## src/hdl/assert_macros.svh

```systemverilog
// ----------------------------------------------------------------------------
// Assertion macros
// Implication helpers for concurrent checks, same cycle and next cycle.
// ----------------------------------------------------------------------------
`ifndef ASSERT_MACROS_SVH
`define ASSERT_MACROS_SVH

`ifndef ASSERT_OFF
`define ASSERT_IMP(lbl, clk, rst_n, ante, cons) \
  lbl: assert property (@(posedge clk) disable iff (!rst_n) (ante) |-> (cons)) \
    else $error("assertion failed");
`define ASSERT_NXT(lbl, clk, rst_n, ante, cons) \
  lbl: assert property (@(posedge clk) disable iff (!rst_n) (ante) |=> (cons)) \
    else $error("assertion failed");
`else
`define ASSERT_IMP(lbl, clk, rst_n, ante, cons)
`define ASSERT_NXT(lbl, clk, rst_n, ante, cons)
`endif

`endif

```

## src/hdl/mcw_pkg.sv

```systemverilog
// ----------------------------------------------------------------------------
// mcw_pkg
// Sizes, command and status codes, sequencer states of the watchdog.
// ----------------------------------------------------------------------------
package mcw_pkg;

  localparam int NUM_CHANNELS = 16;
  localparam int TIMEOUT_BITS = 24;
  localparam int IDX_W        = (NUM_CHANNELS > 1) ? $clog2(NUM_CHANNELS) : 1;
  localparam logic [IDX_W-1:0] LAST_CH = IDX_W'(NUM_CHANNELS - 1);

  localparam int CMD_W     = 3;
  localparam int CHAN_W    = 4;
  localparam int TMO_IN_W  = 24;
  localparam int STATUS_W  = 3;
  localparam int IN_DATA_W  = 32;
  localparam int OUT_DATA_W = 8;

  typedef enum logic [CMD_W-1:0] {
    CMD_TICK       = 3'd0,
    CMD_START      = 3'd1,
    CMD_STOP       = 3'd2,
    CMD_REGISTER   = 3'd3,
    CMD_UNREGISTER = 3'd4,
    CMD_ENTER      = 3'd5,
    CMD_EXIT       = 3'd6
  } cmd_t;

  typedef enum logic [STATUS_W-1:0] {
    ST_OK           = 3'd0,
    ST_FIRED        = 3'd1,
    ST_ALREADY_REG  = 3'd2,
    ST_ALREADY_BUSY = 3'd3,
    ST_DISABLED     = 3'd4
  } status_t;

  typedef enum logic [2:0] {
    S_IDLE,
    S_EXEC,
    S_SWEEP,
    S_FLUSH,
    S_ENTER_WR,
    S_DONE
  } state_t;

endpackage

```

## src/hdl/multi_channel_watchdog.sv

```systemverilog
// ----------------------------------------------------------------------------
// multi_channel_watchdog
// Per-channel watchdog; tick and start sweep the remaining-count memory.
// ----------------------------------------------------------------------------
// Steps: tick and start run EXEC, SWEEP (one remaining-count memory access per
//   channel), FLUSH, DONE; enter runs EXEC, ENTER_WR, DONE; others EXEC, DONE.
// in_tready is low while busy: a new beat waits until the last result is registered.
// Reset: synchronous active-low rst_n clears monitor, registered and busy
//   flags and the output valid; the count memories need no clearing pass.
module multi_channel_watchdog
  import mcw_pkg::*;
(
  input  logic                  clk,
  input  logic                  rst_n,
  input  logic                  in_tvalid,
  output logic                  in_tready,
  input  logic [IN_DATA_W-1:0]  in_tdata,   // [3:0] channel, [27:4] timeout_ms, [31:28] zero
  input  logic [CMD_W-1:0]      in_tuser,   // [2:0] cmd
  output logic                  out_tvalid,
  input  logic                  out_tready,
  output logic [OUT_DATA_W-1:0] out_tdata   // [2:0] status, [6:3] fired_channel, [7] running
);

  state_t state_r, state_nxt;

  logic [CMD_W-1:0]        cmd_r, cmd_nxt;
  logic [IDX_W-1:0]        chan_r, chan_nxt;
  logic                    ok_r, ok_nxt;
  logic [TIMEOUT_BITS-1:0] tmo_r, tmo_nxt;

  logic [IDX_W-1:0] cnt_r, cnt_nxt;
  logic             proc_vld_r, proc_vld_nxt;
  logic [IDX_W-1:0] proc_idx_r, proc_idx_nxt;
  logic             found_r, found_nxt;
  logic [IDX_W-1:0] who_r, who_nxt;
  status_t          stat_r, stat_nxt;
  logic             mon_r, mon_nxt;

  logic [NUM_CHANNELS-1:0] reg_r, reg_nxt;
  logic [NUM_CHANNELS-1:0] busy_r, busy_nxt;

  logic                  out_valid_r, out_valid_nxt;
  logic [OUT_DATA_W-1:0] out_data_r, out_data_nxt;

  logic [TIMEOUT_BITS-1:0] rem_mem [NUM_CHANNELS];
  logic [TIMEOUT_BITS-1:0] tmo_mem [NUM_CHANNELS];
  logic [TIMEOUT_BITS-1:0] rem_rd_r, tmo_rd_r;
  logic                    rem_we, tmo_we;
  logic [IDX_W-1:0]        rem_waddr;
  logic [TIMEOUT_BITS-1:0] rem_wdata;

  logic                    in_fire;
  logic                    dec;
  logic                    hit;
  logic [TIMEOUT_BITS-1:0] new_rem;
  logic                    fire_en;
  logic [CHAN_W-1:0]       fired_ch;
  logic                    res_fired;

  assign in_tready  = (state_r == S_IDLE);
  assign in_fire    = in_tvalid && in_tready;
  assign out_tvalid = out_valid_r;
  assign out_tdata  = out_data_r;
  assign res_fired  = out_valid_r && (out_data_r[2:0] == ST_FIRED);

  // count memories
  always_ff @(posedge clk) begin
    if (rem_we) begin
      rem_mem[rem_waddr] <= rem_wdata;
    end
    rem_rd_r <= rem_mem[cnt_r];
  end

  always_ff @(posedge clk) begin
    if (tmo_we) begin
      tmo_mem[chan_r] <= tmo_r;
    end
    tmo_rd_r <= tmo_mem[chan_r];
  end

  always_ff @(posedge clk) begin
    if (!rst_n) begin
      state_r     <= S_IDLE;
      mon_r       <= 1'b0;
      reg_r       <= '0;
      busy_r      <= '0;
      out_valid_r <= 1'b0;
      proc_vld_r  <= 1'b0;
    end else begin
      state_r     <= state_nxt;
      mon_r       <= mon_nxt;
      reg_r       <= reg_nxt;
      busy_r      <= busy_nxt;
      out_valid_r <= out_valid_nxt;
      proc_vld_r  <= proc_vld_nxt;
    end
  end

  always_ff @(posedge clk) begin
    cmd_r      <= cmd_nxt;
    chan_r     <= chan_nxt;
    ok_r       <= ok_nxt;
    tmo_r      <= tmo_nxt;
    cnt_r      <= cnt_nxt;
    proc_idx_r <= proc_idx_nxt;
    found_r    <= found_nxt;
    who_r      <= who_nxt;
    stat_r     <= stat_nxt;
    out_data_r <= out_data_nxt;
  end

  // one channel of the sweep: saturating decrement and expiry check
  always_comb begin
    dec     = (cmd_r == CMD_TICK) && busy_r[proc_idx_r] && (rem_rd_r != '0);
    new_rem = dec ? (rem_rd_r - TIMEOUT_BITS'(1)) : rem_rd_r;
    hit     = proc_vld_r && busy_r[proc_idx_r] && (new_rem == '0);
    fire_en = (cmd_r == CMD_START) || mon_r;
    fired_ch = (stat_r == ST_FIRED) ? CHAN_W'(who_r) : '0;
  end

  always_comb begin
    state_nxt     = state_r;
    cmd_nxt       = cmd_r;
    chan_nxt      = chan_r;
    ok_nxt        = ok_r;
    tmo_nxt       = tmo_r;
    cnt_nxt       = cnt_r;
    proc_vld_nxt  = proc_vld_r;
    proc_idx_nxt  = proc_idx_r;
    found_nxt     = found_r;
    who_nxt       = who_r;
    stat_nxt      = stat_r;
    mon_nxt       = mon_r;
    reg_nxt       = reg_r;
    busy_nxt      = busy_r;
    out_valid_nxt = out_valid_r && !out_tready;
    out_data_nxt  = out_data_r;
    rem_we        = 1'b0;
    rem_waddr     = proc_idx_r;
    rem_wdata     = new_rem;
    tmo_we        = 1'b0;

    if ((state_r == S_SWEEP || state_r == S_FLUSH) && proc_vld_r) begin
      rem_we = dec;
      if (hit && !found_r) begin
        found_nxt = 1'b1;
        who_nxt   = proc_idx_r;
      end
    end

    unique case (state_r)
      S_IDLE: begin
        if (in_fire) begin
          cmd_nxt   = in_tuser;
          chan_nxt  = IDX_W'(in_tdata[CHAN_W-1:0]);
          ok_nxt    = (32'(in_tdata[CHAN_W-1:0]) < NUM_CHANNELS);
          tmo_nxt   = TIMEOUT_BITS'(in_tdata[CHAN_W +: TMO_IN_W]);
          state_nxt = S_EXEC;
        end
      end
      S_EXEC: begin
        stat_nxt     = ST_OK;
        who_nxt      = '0;
        found_nxt    = 1'b0;
        cnt_nxt      = '0;
        proc_vld_nxt = 1'b0;
        state_nxt    = S_DONE;
        case (cmd_r)
          CMD_TICK, CMD_START: begin
            state_nxt = S_SWEEP;
          end
          CMD_STOP: begin
            reg_nxt  = '0;
            busy_nxt = '0;
            mon_nxt  = 1'b0;
          end
          CMD_REGISTER: begin
            if (ok_r) begin
              if (tmo_r == '0) begin
                stat_nxt = ST_DISABLED;
              end else if (reg_r[chan_r]) begin
                stat_nxt = ST_ALREADY_REG;
              end else begin
                reg_nxt[chan_r] = 1'b1;
                tmo_we          = 1'b1;
              end
            end
          end
          CMD_UNREGISTER: begin
            if (ok_r) begin
              reg_nxt[chan_r]  = 1'b0;
              busy_nxt[chan_r] = 1'b0;
            end
          end
          CMD_ENTER: begin
            if (ok_r && reg_r[chan_r]) begin
              if (busy_r[chan_r]) begin
                stat_nxt = ST_ALREADY_BUSY;
              end else begin
                state_nxt = S_ENTER_WR;
              end
            end
          end
          CMD_EXIT: begin
            if (ok_r) begin
              busy_nxt[chan_r] = 1'b0;
            end
          end
          default: begin
          end
        endcase
      end
      S_SWEEP: begin
        proc_vld_nxt = 1'b1;
        proc_idx_nxt = cnt_r;
        if (cnt_r == LAST_CH) begin
          state_nxt = S_FLUSH;
        end else begin
          cnt_nxt = cnt_r + IDX_W'(1);
        end
      end
      S_FLUSH: begin
        proc_vld_nxt = 1'b0;
        if (cmd_r == CMD_START) begin
          mon_nxt = 1'b1;
        end
        if (fire_en && (found_r || hit)) begin
          stat_nxt = ST_FIRED;
          mon_nxt  = 1'b0;
        end
        state_nxt = S_DONE;
      end
      S_ENTER_WR: begin
        rem_we           = 1'b1;
        rem_waddr        = chan_r;
        rem_wdata        = tmo_rd_r;
        busy_nxt[chan_r] = 1'b1;
        state_nxt        = S_DONE;
      end
      S_DONE: begin
        if (!out_valid_r || out_tready) begin
          out_valid_nxt = 1'b1;
          out_data_nxt  = {mon_r, fired_ch, stat_r};
          state_nxt     = S_IDLE;
        end
      end
      default: begin
        state_nxt = S_IDLE;
      end
    endcase
  end

`include "assert_macros.svh"

  `ASSERT_IMP(a_busy_needs_reg, clk, rst_n, 1'b1, (busy_r & ~reg_r) == '0)
  `ASSERT_NXT(a_accept_blocks, clk, rst_n, in_fire, !in_tready)
  `ASSERT_IMP(a_fired_stops, clk, rst_n, res_fired, !out_data_r[7])
  `ASSERT_IMP(a_fired_ch_zero, clk, rst_n, out_valid_r && !res_fired, out_data_r[6:3] == '0)

endmodule

```

## config.mk

```make
export PLATFORM = sky130hd
export DESIGN_NAME = multi_channel_watchdog
export DESIGN_NICKNAME = d
export VERILOG_FILES = /design/src/hdl/mcw_pkg.sv /design/src/hdl/multi_channel_watchdog.sv
export VERILOG_INCLUDE_DIRS = /design/src /design/src/hdl
export SDC_FILE = /design/constraint.sdc
export NUM_CORES = 1
export LEC_CHECK = 0
export BUFFER_PORTS_ARGS = -buffer_cell sky130_fd_sc_hd__clkbuf_2
export CAP_MARGIN = 20
export CELL_PAD_IN_SITES_DETAIL_PLACEMENT = 1
export CELL_PAD_IN_SITES_GLOBAL_PLACEMENT = 2
export CORE_MARGIN = 10
export CORE_UTILIZATION = 53
export CTS_CLUSTER_SIZE = 16
export DETAILED_ROUTE_END_ITERATION = 10
export PLACE_DENSITY = 0.89
export SLEW_MARGIN = 40
export SYNTH_ARGS = -nofsm -noshare
export SYNTH_HDL_FRONTEND = slang
export SYNTH_SLANG_ARGS = --single-unit
```

## constraint.sdc

```tcl
create_clock -name clk -period 7.3 [get_ports clk]
set_input_delay 1.46 -clock clk [delete_from_list [all_inputs] [get_ports clk]]
set_output_delay 1.46 -clock clk [all_outputs]
set_load 0.005 [all_outputs]
```

Yosys cells after proc, flatten, opt, wreduce, memory -nomap -nowiden
Memory sizes are Yosys's and may differ from the RTL's. A register that Yosys moved wholly into a read port is not among the register bits.
Index checks and enable logic that the tools add are counted.
{"block": "op_classes", "n_addsub": 2, "order_cmp": 3, "eq_ne": 23, "n_mux": 49, "bitwise_logic": 5, "n_reduce_logical": 40}
{"operator": "16-bit one-hot mux with 2 select lines", "n": 2}
{"operator": "24-bit logical NOT", "n": 2}
{"operator": "24-bit 2-to-1 mux", "n": 2}
{"operator": "16-bit one-hot mux with 3 select lines", "n": 1}
{"operator": "16-bit bitwise AND", "n": 2}
{"operator": "16-bit 2-to-1 mux", "n": 2}
{"operator": "16-bit OR", "n": 2}
{"operator": "24-bit nonzero test", "n": 1}
{"operator": "24-bit by 1-bit subtractor with 24-bit output, second input constant", "n": 1}
{"operator": "1-bit 2-to-1 mux", "n": 21}
{"operator": "3-bit one-hot mux with 2 select lines", "n": 3}
{"operator": "16-bit NOT", "n": 1}
{"operator": "3-bit equality test, second input constant", "n": 5}
{"operator": "3-bit 2-to-1 mux", "n": 5}
{"operator": "3-bit one-hot mux with 5 select lines", "n": 1}
{"operator": "1-bit binary-select mux with 4-bit select", "n": 3}
{"operator": "3-bit by 2-bit equality test with 1-bit output, second input constant", "n": 4}
{"operator": "2-bit AND reduction", "n": 6}
{"operator": "1-bit logical AND", "n": 10}
{"operator": "4-bit by 5-bit < comparator with 1-bit output, second input constant", "n": 2}
{"operator": "3-bit by 1-bit equality test with 1-bit output, second input constant", "n": 3}
{"operator": "4-bit 2-to-1 mux", "n": 2}
{"operator": "2-bit by 1-bit inequality test with 1-bit output, second input constant", "n": 4}
{"operator": "2-bit inequality test, second input constant", "n": 4}
{"operator": "17 further kinds", "n": 33}
{"block": "totals", "reg_bits": 93, "ramBits": 768, "inputBits": 39, "elab_cells": 140, "n_memories": 2}
{"memory": "rem_mem", "words": 16, "word_bits": 24, "rd": 1, "rd_ports_with_merged_regs": 1, "wr": 1, "line": "multi_channel_watchdog.sv:45", "text": "logic [TIMEOUT_BITS-1:0] rem_mem [NUM_CHANNELS];"}
{"memory": "tmo_mem", "words": 16, "word_bits": 24, "rd": 1, "rd_ports_with_merged_regs": 1, "wr": 1, "line": "multi_channel_watchdog.sv:46", "text": "logic [TIMEOUT_BITS-1:0] tmo_mem [NUM_CHANNELS];"}

Depth between registers and ports, before layout
{"block": "logic_depth", "depth_word": 11, "mapped_depth": 11, "depth_no_buf": 10}

Worst setup path after synthesis
OpenSTA, ideal clock, no wires.
{"block": "synth_path", "kind": "register -> register", "startpoint": "register chan_r[0]", "endpoint": "memory tmo_mem[15][0], enable pin", "arrival_ns": 3.636, "required_time_ns": 6.865, "setup_slack_ns": 3.229, "stages_incl_launch_ff": 6, "path_buffers": 1, "period_less_slack_ns": 4.071, "path_cell_list": "edfxtp_1 buf_2 mux4_2 mux4_2 nand3b_1 nor3_1"}
{"block": "synth_via", "elab_chain_len": 8}
{"element": "start: declaration", "line": "multi_channel_watchdog.sv:27", "text": "logic [IDX_W-1:0] chan_r, chan_nxt;"}
{"element": "start signal: assignment", "line": "multi_channel_watchdog.sv:101", "text": "chan_r <= chan_nxt;"}
{"element": "1-bit binary-select mux with 4-bit select", "line": "multi_channel_watchdog.sv:181", "text": "end else if (reg_r[chan_r]) begin"}
{"element": "1-bit 2-to-1 mux (implied by the code)", "line": "multi_channel_watchdog.sv:181"}
{"element": "1-bit 2-to-1 mux", "line": "multi_channel_watchdog.sv:181"}
{"element": "1-bit 2-to-1 mux", "line": "multi_channel_watchdog.sv:179", "text": "if (tmo_r == '0) begin"}
{"element": "1-bit 2-to-1 mux", "line": "multi_channel_watchdog.sv:168", "text": "case (cmd_r)"}
{"element": "1-bit 2-to-1 mux", "line": "multi_channel_watchdog.sv:151", "text": "unique case (state_r)"}
{"element": "1-bit 2-to-1 mux", "line": "multi_channel_watchdog.sv:75", "text": "if (tmo_we) begin"}
{"element": "1-bit 2-to-1 mux (implied by the code)", "line": "multi_channel_watchdog.sv:76", "text": "tmo_mem[chan_r] <= tmo_r;"}
{"element": "end: declaration", "line": "multi_channel_watchdog.sv:46"}
Parallel ways exist; a longest one is shown, timed or not. The select of a mux whose other input is x is not followed.

Worst setup path in the final report
{"block": "layout_path", "startpoint": "register rem_rd_r[2], read port of rem_mem", "endpoint": "register stat_r[0], enable pin"}
{"block": "layout_via", "elab_chain_len": 9, "word_cells_on_any_way": 10, "cone_classes": "1 x add/sub; 1 x eq/ne; 1 x mux; 7 x reduce/logical"}
{"element": "start: declaration", "line": "multi_channel_watchdog.sv:47", "text": "logic [TIMEOUT_BITS-1:0] rem_rd_r, tmo_rd_r;"}
{"element": "parallel branches: the longest is 2 deep, another holds 24-bit by 1-bit subtractor with 24-bit output"}
{"element": "24-bit 2-to-1 mux *", "line": "multi_channel_watchdog.sv:115", "text": "new_rem = dec ? (rem_rd_r - TIMEOUT_BITS'(1)) : rem_rd_r;"}
{"element": "24-bit logical NOT *", "line": "multi_channel_watchdog.sv:116", "text": "hit = proc_vld_r && busy_r[proc_idx_r] && (new_rem == '0);"}
{"element": "1-bit logical AND *", "line": "multi_channel_watchdog.sv:116"}
{"element": "1-bit logical OR *", "line": "multi_channel_watchdog.sv:227", "text": "if (fire_en && (found_r || hit)) begin"}
{"element": "1-bit logical AND *", "line": "multi_channel_watchdog.sv:227"}
{"element": "2-bit by 1-bit inequality test with 1-bit output (no source line) *"}
{"element": "2-bit AND reduction (no source line) *"}
{"element": "end signal: assignment", "line": "multi_channel_watchdog.sv:108", "text": "stat_r <= stat_nxt;"}
{"element": "end: declaration", "line": "multi_channel_watchdog.sv:36", "text": "status_t stat_r, stat_nxt;"}
Every way passes the cells marked *.
A chain may end at the register's enable or synchronous reset.

==> results by group <==
Setup path
  – Critical Path End Type: flip-flop
  – CP Data Required Time: 7580 ps
  – Crit-path leading delay family: compound AO/OA/AOI/OAI gates
  – CP max stage delay: 610 ps
  – Worst-path cell chain: nor4_2 -> nand4_1 -> o31a_1 -> and2_1 -> a2111o_1 -> a221oi_2 -> a21oi_1 -> o31ai_1
  – Critical Path Fanout Max: 12
  – WS Path Type: flip-flop to flip-flop
  – Critical path buffers and inverters: 0
  – Arr. time, crit path: 4450 ps
  – Slowest CP cell: nor4_2
  – Critical path startpoint category: flip-flop

Power
  – Power per Cell Area: 302 nW/um2
  – Post-layout power: 12.1 mW
  – Leakage Power: 12.5 nW
  – Worst VDD drop: 272 uV

Finish
  – Commonest non-fill, non-tap cell in the layout: edfxtp_1
  – Finished Core Util: 60.6%
  – Share of layout cells above drive strength 1: 27.8%
  – Final net count: 1927
  – Area Overhead vs Synth: 13.0%
  – Fill cell count: 5575
  – Final Cell Area: 40100 um2
  – Finished Layout Cells: 2822
  – Ant diodes: 0
  – Most frequent cells in the layout: edfxtp_1 (818), mux4_2 (254), clkbuf_16 (92)

Yosys
  – Sequential fraction of the synthesis area: 74.4%
  – FFs w/ async S/R, synth: 0%
  – Top cells by area, synth: edfxtp_1 (69%), mux4_2 (16%), dfxtp_1 (5.1%)
  – Most used flip-flop cell after synthesis: edfxtp_1
  – Synth warn: 0
  – Yosys cell types: 57
  – Yosys top cell by area: edfxtp_1
  – Post-synth net total: 1833
  – Synthesized area per cell: 19.8 um2
  – Synth Instances: 1791
  – Post-synth top area share: 69.2%
  – Post-synthesis cell area: 35500 um2
  – Yosys reg bits: 909
  – Number of enable flip-flop cells after synthesis: 818

Global routing
  – Initial antenna violation count: 1
  – Largest net degree at the start of global routing: 101
  – Overflow after GRT: 0
  – First-pass GRT wire length: 132 mm
  – Vias in the first global route: 19500
  – Total GRT Usage: 23.0%

Clock tree
  – Setup Fix Bufs, Post-CTS: 0
  – Clk Latency, worst-skew pair: 640 ps
  – CTS resizes: 0
  – CTS root buf: clkbuf_16
  – CTS tree: yes
  – CTS sink cnt: 909
  – Hold_buf cts: 0
  – CTS clock-pin slew for the worst setup and hold paths: 60 ps
  – H-tree levels: 3
  – Bufs on Longest Clock Path: 3
  – CTS buffer count: 89

STA
  – RSZ-0062 raised after global routing: no
  – Final Critical Period: 4170 ps
  – Fin Setup TNS: 0 ps
  – Fin Hold WS: 453 ps
  – Final setup fails: 0
  – Fmax: 240 MHz
  – Max Slew Vio Count: 0
  – Period Utilization, post-route: 57.1%
  – Fin. Hold Viols: 0
  – Slew Limit Headroom: 47.2%
  – Layout Skew: 29.9 ps
  – Final worst slack: 3130 ps
  – Slew @ Worst Pin: 784 ps

Drt
  – First drt pass iteration count: 7
  – Post-Route WL: 88.6 mm
  – Total number of vias: 18000
  – Drt initial violations: 1758
  – Drt drc: 0
  – Vias per cell: 6.40
  – Routed WL per cell: 31.4 um
  – Post-DRT Antenna Nets: 0

Placed design
  – Placed Cells: 2657
  – Port-buffer cells: 44
  – Placed Instance Area: 37000 um2
  – DPL Wire Length: 49.8 mm
  – Pre-CTS setup slack: 3180 ps
  – GP Congestion: 0.890

Die
  – Core box area: 66100 um2
  – Initial Util: 53.7%
  – Die footprint: 77700 um2
  – Die Y: 279 um
  – # rows: 94
  – Die width: 279 um
  – Ports: 49

Status
  – Status: completed

Hold path
  – Worst min path class: flip-flop to flip-flop

Flow run
  – Max Cap Viol: 0
==> power by group <==
part,switching (mW),total (mW),internal [mW]
Clock,1.95,4.73,2.77
Sequential,0.192,6.22,6.03
Combinational,0.709,1.17,0.465
==> synthesized netlist by cell type, types with 3 or more instances <==
cell type,number
edfxtp_1,818
mux4_2,254
nor2_1,109
dfxtp_1,91
o21ai_0,72
clkbuf_1,69
nand2_1,67
buf_1,27
nor3_1,26
nor2b_1,23
a22oi_1,20
a21boi_0,18
xnor2_1,18
nand2b_1,15
a21oi_1,14
nand3_1,13
nor4_1,13
or3_1,11
mux2i_1,10
nor3b_1,10
inv_1,8
and2_1,7
xor2_1,7
nand4_1,6
buf_2,5
nand3b_1,5
or4_1,5
o211ai_1,4
o31ai_1,4
a211oi_1,3
a31oi_1,3
and3_1,3
ha_1,3
==> cells by family after synthesis <==
| logic type | Yosys count | synth area share, % |
|---|---|---|
| AOI/OAI and AO/OA | 158 | 2.81 |
| adders and majority gates | 3 | 0.106 |
| buffers and inverters | 110 | 1.20 |
| xor gates and xnor gates | 25 | 0.617 |
| and+or+nand+nor | 322 | 4.47 |
| muxes | 264 | 16.4 |
| DFF | 909 | 74.4 |
==> path summary, 6_finish.rpt <==
check             slack, ps         from  cells past startpoint        end
setup / recovery       3130  rem_rd_r[2]                      8  stat_r[0]
hold / removal          450     who_r[2]                      2   who_r[2]
setup reg to reg       3130  rem_rd_r[2]                      8  stat_r[0]
hold reg to reg         450     who_r[2]                      2   who_r[2]
==> final cells by class <==
class	count	area [um2]	share of cell area (%)
well taps	864	1080	2.70
multi-input cells	772	8840	22.0
repair buffers	105	737	1.84
inverters	8	30.0	0.0749
flip-flops and latches	909	26400	65.8
clock buffers	123	2520	6.28
clock inverters	41	495	1.24
==> registers in the layout, summed over array words and instances (netlist names), 8 cells and up <==
| signal | count |
|---|---|
| tmo_r | 24 |
| rem_rd_r | 24 |
| out_tdata | 8 |
| rem_mem | 384 |
| busy_r | 16 |
| tmo_rd_r | 24 |
| tmo_mem | 384 |
| reg_r | 16 |
==> routing by layer <==
| metal | vias to the layer above | part of all wire (%) | track usage, % |
|---|---|---|---|
| met1 | 9665 | 39 | 29.2 |
| met3 | 155 | 5.3 | 3.51 |
| li1 | 7528 | - | - |
| met4 | 0 | 2.4 | 6.16 |
| met2 | 699 | 53 | 40.8 |
| met5 | - | 0 | 0 |
==> worst register-to-register path, stage by stage, from the launching register on <==
cell	delay [ps]
dfxtp_1	420
nor4_2	610
nand4_1	400
o31a_1	550
and2_1	390
a2111o_1	440
a221oi_2	370
a21oi_1	200
o31ai_1	450
No activity file was read; power rests on OpenSTA's default activity.
